### src/design/bma_pkg.sv
// Types, constants and helper functions of the buddy allocator.
package bma_pkg;

  localparam int MAX_ORDER_DEF = 10;
  localparam int SHIFT_W       = 5;
  localparam int SHIFT_RST     = 4;
  localparam int SHIFT_MAX     = 16;
  localparam int ADDR_W        = 26;
  localparam int BYTES_W       = 27;
  localparam int ORD_W         = 5;
  localparam int AM_W          = 5;
  localparam int FM_WORD_W     = 32;
  localparam int FM_BIT_W      = 5;

  typedef enum logic [1:0] {
    ST_OK       = 2'd0,
    ST_BAD_SIZE = 2'd1,
    ST_NO_FREE  = 2'd2,
    ST_BAD_ADDR = 2'd3
  } bma_status_t;

  typedef enum logic [3:0] {
    S_CLEAR,
    S_IDLE,
    S_DECODE,
    S_PICK,
    S_SCAN_RD,
    S_SCAN_CHK,
    S_SPLIT_RD,
    S_SPLIT_WR,
    S_MARK,
    S_FCHK,
    S_MERGE_RD,
    S_MERGE_CHK,
    S_INS_RD,
    S_INS_WR,
    S_RESP
  } bma_state_t;

  typedef struct packed {
    logic        clr;
    logic        load;
    logic        decode;
    logic        pick;
    logic        scan_next;
    logic        take;
    logic        split_rd;
    logic        split_wr;
    logic        mark;
    logic        fstart;
    logic        merge_rd;
    logic        merge_take;
    logic        ins_rd;
    logic        ins_wr;
    logic        st_set;
    bma_status_t st_val;
    logic        resp;
  } bma_cmd_t;

  typedef struct packed {
    logic clr_done;
    logic is_free;
    logic size_bad;
    logic addr_bad;
    logic none_free;
    logic row_hit;
    logic split_more;
    logic fbad;
    logic merge_go;
    logic buddy_free;
    logic out_free;
  } bma_sts_t;

  // Rows of the free bitmap taken by one order of the tree.
  function automatic int fm_rows(input int m, input int j);
    int n;
    n = 1 << (m - j);
    return (n > FM_WORD_W) ? (n >> FM_BIT_W) : 1;
  endfunction

  // First row of an order; with k = m + 1 it gives the whole row count.
  function automatic int row_base(input int m, input int k);
    int s;
    s = 0;
    for (int j = 0; j < k; j++) s += fm_rows(m, j);
    return s;
  endfunction

endpackage

### src/design/bma_ctrl.sv
// Controller state machine of the buddy allocator.
module bma_ctrl (
  input  logic              clk,
  input  logic              rst_n,
  input  logic              in_valid,
  output logic              in_stall,
  input  bma_pkg::bma_sts_t sts,
  output bma_pkg::bma_cmd_t cmd
);

  bma_pkg::bma_state_t state_r;
  bma_pkg::bma_state_t state_nxt;

  always_ff @(posedge clk) begin
    if (!rst_n) begin
      state_r <= bma_pkg::S_CLEAR;
    end else begin
      state_r <= state_nxt;
    end
  end

  always_comb begin
    state_nxt = state_r;
    case (state_r)
      bma_pkg::S_CLEAR: begin
        if (sts.clr_done) state_nxt = bma_pkg::S_IDLE;
      end
      bma_pkg::S_IDLE: begin
        if (in_valid) state_nxt = bma_pkg::S_DECODE;
      end
      bma_pkg::S_DECODE: begin
        if (sts.is_free) begin
          state_nxt = sts.addr_bad ? bma_pkg::S_RESP : bma_pkg::S_FCHK;
        end else begin
          state_nxt = sts.size_bad ? bma_pkg::S_RESP : bma_pkg::S_PICK;
        end
      end
      bma_pkg::S_PICK: begin
        state_nxt = sts.none_free ? bma_pkg::S_RESP : bma_pkg::S_SCAN_RD;
      end
      bma_pkg::S_SCAN_RD: state_nxt = bma_pkg::S_SCAN_CHK;
      bma_pkg::S_SCAN_CHK: begin
        if (!sts.row_hit) state_nxt = bma_pkg::S_SCAN_RD;
        else if (sts.split_more) state_nxt = bma_pkg::S_SPLIT_RD;
        else state_nxt = bma_pkg::S_MARK;
      end
      bma_pkg::S_SPLIT_RD: state_nxt = bma_pkg::S_SPLIT_WR;
      bma_pkg::S_SPLIT_WR: begin
        state_nxt = sts.split_more ? bma_pkg::S_SPLIT_RD : bma_pkg::S_MARK;
      end
      bma_pkg::S_MARK: state_nxt = bma_pkg::S_RESP;
      bma_pkg::S_FCHK: begin
        state_nxt = sts.fbad ? bma_pkg::S_RESP : bma_pkg::S_MERGE_RD;
      end
      bma_pkg::S_MERGE_RD: begin
        state_nxt = sts.merge_go ? bma_pkg::S_MERGE_CHK : bma_pkg::S_INS_RD;
      end
      bma_pkg::S_MERGE_CHK: begin
        state_nxt = sts.buddy_free ? bma_pkg::S_MERGE_RD : bma_pkg::S_INS_RD;
      end
      bma_pkg::S_INS_RD: state_nxt = bma_pkg::S_INS_WR;
      bma_pkg::S_INS_WR: state_nxt = bma_pkg::S_RESP;
      bma_pkg::S_RESP: begin
        if (sts.out_free) state_nxt = bma_pkg::S_IDLE;
      end
      default: state_nxt = bma_pkg::S_CLEAR;
    endcase
  end

  always_comb begin
    cmd        = '0;
    cmd.st_val = bma_pkg::ST_OK;
    in_stall   = (state_r != bma_pkg::S_IDLE);
    case (state_r)
      bma_pkg::S_CLEAR: cmd.clr = 1'b1;
      bma_pkg::S_IDLE: cmd.load = in_valid;
      bma_pkg::S_DECODE: begin
        cmd.decode = 1'b1;
        if (sts.is_free && sts.addr_bad) begin
          cmd.st_set = 1'b1;
          cmd.st_val = bma_pkg::ST_BAD_ADDR;
        end else if (!sts.is_free && sts.size_bad) begin
          cmd.st_set = 1'b1;
          cmd.st_val = bma_pkg::ST_BAD_SIZE;
        end
      end
      bma_pkg::S_PICK: begin
        if (sts.none_free) begin
          cmd.st_set = 1'b1;
          cmd.st_val = bma_pkg::ST_NO_FREE;
        end else begin
          cmd.pick = 1'b1;
        end
      end
      bma_pkg::S_SCAN_CHK: begin
        cmd.take      = sts.row_hit;
        cmd.scan_next = !sts.row_hit;
      end
      bma_pkg::S_SPLIT_RD: cmd.split_rd = 1'b1;
      bma_pkg::S_SPLIT_WR: cmd.split_wr = 1'b1;
      bma_pkg::S_MARK: begin
        cmd.mark   = 1'b1;
        cmd.st_set = 1'b1;
      end
      bma_pkg::S_FCHK: begin
        if (sts.fbad) begin
          cmd.st_set = 1'b1;
          cmd.st_val = bma_pkg::ST_BAD_ADDR;
        end else begin
          cmd.fstart = 1'b1;
        end
      end
      bma_pkg::S_MERGE_RD: cmd.merge_rd = sts.merge_go;
      bma_pkg::S_MERGE_CHK: cmd.merge_take = sts.buddy_free;
      bma_pkg::S_INS_RD: cmd.ins_rd = 1'b1;
      bma_pkg::S_INS_WR: begin
        cmd.ins_wr = 1'b1;
        cmd.st_set = 1'b1;
      end
      bma_pkg::S_RESP: cmd.resp = sts.out_free;
      default: cmd = '0;
    endcase
  end

endmodule

### config.mk
export PLATFORM = sky130hd
export DESIGN_NAME = bma_ctrl
export DESIGN_NICKNAME = d
export VERILOG_FILES = /design/src/design/bma_pkg.sv /design/src/design/bma_ctrl.sv
export SDC_FILE = /design/constraint.sdc
export NUM_CORES = 1
export LEC_CHECK = 0
export ABC_AREA = 1
export BUFFER_PORTS_ARGS = -buffer_cell sky130_fd_sc_hd__buf_2
export CAP_MARGIN = 25
export CORE_MARGIN = 2
export CORE_UTILIZATION = 30
export CTS_CLUSTER_DIAMETER = 60
export DETAILED_ROUTE_END_ITERATION = 16
export PLACE_DENSITY = 0.63
export SLEW_MARGIN = 5
export SYNTH_ARGS = -nofsm -noshare
export SYNTH_HDL_FRONTEND = slang
export SYNTH_SLANG_ARGS = --single-unit
### constraint.sdc
create_clock -name clk -period 1.4 [get_ports clk]
set_input_delay 0.21 -clock clk [delete_from_list [all_inputs] [get_ports clk]]
set_output_delay 0.21 -clock clk [all_outputs]
set_load 0.05 [all_outputs]
# After elaboration in Yosys (flattened, before gate mapping)
# Cells that the tools add are included.
[word_totals]
in_bits = 14
out_inout_bits = 19
regBits = 4
elab_cells = 61
[classes]
reduce_logical = 7
n_eq_ne = 18
muxes = 35
[op_table]
columns = ["op", "count"]
rows = [
  ["$pmux W4 S14", 1],
  ["$mux W4", 8],
  ["$eq A4 B4 Y1 const B", 7],
  ["$mux W3", 8],
  ["$eq A4 B3 Y1 const B", 4],
  ["$mux W1", 15],
  ["$eq A4 B2 Y1 const B", 2],
  ["$ne A2 B2 Y1 const B", 3],
  ["$pmux W2 S3", 1],
  ["$eq A4 B1 Y1 const B", 1],
  ["$logic_not A4 Y1", 1],
  ["$ne A4 B1 Y1 const B", 1],
  ["$pmux W1 S4", 1],
  ["$reduce_and A3 Y1", 1],
  ["$logic_and A1 B1 Y1", 2],
  ["$logic_not A1 Y1", 2],
  ["$mux W2", 1],
  ["$reduce_or A2 Y1", 1],
]

# Logic depth before layout (Yosys ltp)
[depth]
word_depth = 5
ltp_mapped = 10
depth_no_buf = 10

# Least setup slack after synthesis
# OpenSTA, ideal clock, no wires.
[synth_path]
kind = "flip-flop to flip-flop"
startpoint = "register state_r[2]"
endpoint = "register state_r[3]"
arrival_ps = 2038
period_less_slack_ps = 2094
path_slack_ps = -694
path_stages_with_launch = 7
path_buffers = 0
cell_sequence = "dfxtp_1 > inv_2 > nor3_1 > o21bai_1 > nand3_1 > nand2_1 > inv_1"
[synth_via]
elab_chain_cells = 3
elab_cells_between_ends = 21
[synth_rtl]
columns = ["element", "line_no", "rtl"]
rows = [
  ["from (decl)", "bma_ctrl.sv:11", "bma_pkg::bma_state_t state_r;"],
  ["from (signal assigned)", "bma_ctrl.sv:16", "state_r <= bma_pkg::S_CLEAR;"],
  ["from (signal assigned)", "bma_ctrl.sv:18", "state_r <= state_nxt;"],
  ["$eq A4 B4 Y1, or another cell as far along", "bma_ctrl.sv:24", "case (state_r)"],
  ["$reduce_or A2 Y1 (no source line) / $ne A2 B2 Y1 (equally long branches)", "--", ""],
  ["$pmux W4 S14 / $reduce_and A3 Y1 (equally long branches)", "--", ""],
]
# Several ways; a longest one is shown, not always the timed one.
# A chain may end at the register's enable or synchronous reset.

==> metrics.cfg <==
[timing]
holdWs_ps = 190.1
rsz0062_at_grt = yes
setup_viol = 17
fin_ws_ps = -126.7
slew_headroom_pct = 63.83
fmax_mhz = 655.0
tns_ps = -1139
worst_slew_pin_slew_ps = 536.9
period_share_pct = 109.0
drv_slew = 0
finalClockSkew_ps = 5.917
hold_violations = 0
min_period_ps = 1527

[drt]
drt-vias-per-instance = 5.032
wire_per_inst_um = 14.09
drc_errors = 0
drt-total-wl_um = 2677
drt_iter0_markers = 30
vias = 956
dr.pass1.iters = 4
ant_nets = 0

[critical_path]
cp.depth = 6
critPathLaunch = state_r[3]
crit_top_cell = nor2_4
rr_endpoint = state_r[0]
crit_end = cmd[3]
reg2reg_slack_ps = -40
cpPeakStageDelay_ps = 360
critPathRequiredTime_ps = 1190
path_delay_family = simple AND/OR/NAND/NOR gates
cp-end-kind = primary output
crit_type = flip-flop to primary output
crit_slowest_cell = dfxtp_4
cp_cell_sequence = nor2_4 > nand2_4 > nor2_4 > a21oi_2 > nand4_1 > buf_6
crit_fanout = 5
r2r_cells = 8
cp-start-kind = flip-flop
worstPathBufferInverterCount = 1
timing.rr.start = state_r[0]
crit_arrival_ps = 1320

[cells_and_area]
finalNetCount = 180
final_cells = 190
synthToLayoutAreaGrowth_pct = 130.0
regMostFlops = state_r
top_regs = state_r (4)
largest_reg_flops = 4
diodes = 0
utilization_pct = 75.23
fin_area_um2 = 1341
drive_above_1_share_pct = 64.85

[placement]
dp_slack_ps = 4.597
placed_cell_area_um2 = 907.1
dp_hpwl_um = 1663
portBuffers = 32
gp_congestion = 0.8983
place_inst = 174

[synth]
synth_cell_types = 18
postSynthAreaPerCell_um2 = 5.206
synth_top_area_cell = nand2_1
async_reset_ff_share_pct = 0
synth_commonest_cells = 27 x nand2_1, 22 x inv_1, 19 x nor2_1
yosysMostFrequentCell = nand2_1
postSynthNetCount = 126
yosys_warnings = 0
synth_top_area_share_pct = 17.38
synth-edff-count = 0
synthesis.area_um2 = 583.1
ys_ff_latch = 4
synthTopCellsByArea = nand2_1 17%, inv_1 14%, dfxtp_1 14%
synth_cells = 112
synth_ff_type = dfxtp_1
ys_seq_area_share_pct = 13.73

[power_and_ir_drop]
seqPwrFrac_pct = 11.0
power_leakage_nw = 0.7373
p_switching_mw = 1.591
p_int_mw = 1.247
power.density_nw_per_um2 = 2116
pwr-share-clk_pct = 5.6
swShare_pct = 56.06
vdd_drop_max_uv = 1328
pwr-share-comb_pct = 83.3
p_total_mw = 2.838

[clocking]
htreeDepth = 1
clock_latency_ps = 240
clock-sinks = 4
root_buffer = clkbuf_4
cts_buffers = 3
cts.clk_slew.worst_paths_ps = 40
cts_buffer_depth = 2
cts_tree = yes

[outcome]
status = finished with violations
failed_checks = negative setup slack

[grt]
grt_pass1_vias = 808
antenna_found_initial = 0
grt_pass1_wl_um = 3277
grt_max_degree = 6
grtUsageTotal_pct = 20.76
overflow = 0

[die]
chipWidth_um = 48.09
dieArea_um2 = 2312
rows = 15
die_h_um = 48.09
io_pins = 33
start_util_pct = 32.70
coreArea_um2 = 1783

[min_path]
worst_hold_path_type = input port to flip-flop

[job]
maxCapViolations = 0

-- layout by cell type, fill, tap and decap left out, types with 6 or more instances in the layout --
cell type / count
buf_2: 13
buf_4: 11
buf_6: 15
buf_8: 8
inv_1: 16
inv_2: 7
nand2_1: 18
nand2_2: 6
nand2_4: 6
nor2_1: 9
nor2_4: 12
-- power groups by stage --
stage,clock network (mW),logic [mW],registers [mW]
finish,0.160,2.36,0.313
global route,0.181,2.48,0.322
CTS,0.171,2.00,0.308
detailed placement,0,1.57,0.304
global placement,0,1.56,0.301
floorplan,0,1.13,0.306
-- worst min-delay path by stage --
stage,slack [ps],startpoint,to,depth (start not counted)
floorplan,310,rst_n,state_r[2],2
global placement,420,rst_n,state_r[2],3
detailed placement,440,rst_n,state_r[2],3
CTS,180,rst_n,state_r[3],3
global route,200,rst_n,state_r[3],3
finish,190,rst_n,state_r[3],3
-- per-layer routing --
layer  vias to the layer above  GRT usage [%]  share of wire, %
li1                        455              -                 -
met4                         0          10.81               1.1
met5                         -              0                 0
met1                       451          23.33                40
met2                        46          38.40                54
met3                         4          1.509               4.8
-- cell families after synthesis --
family                 Yosys count  share of synthesized area, %
AOI/OAI and AO/OA               11                         11.59
buffers and inverters           26                         16.74
DFF                              4                         13.73
and+or+nand+nor                 71                         57.94
-- layout make-up --
type	count	area [um2]
clock buffer	4	26.28
inverter	26	105.1
sequential	4	95.09
timing repair buffer	49	476.7
tap	25	31.28
fill	120	441.7
multi-input combinational	82	606.8
-- what timing repair did --
| item | CTS | global route |
|---|---|---|
| hold buffers | 0 | 0 |
| setup buffers | 3 | 9 |
| pin swaps | 4 | 13 |
| gates resized for setup | 62 | 28 |
| setup endpoints to repair | 19 | 23 |
-- worst register-to-register path, cell delays in order, from the launching register on --
cell and delay (ps):
dfxtp_4 380, inv_2 60, nor2_4 240, nand2_4 110, buf_6 140, nor2_4 130
nor3_4 70, a21oi_2 170, nor2_1 50
Note: power is estimated with default switching activity, not from simulation.
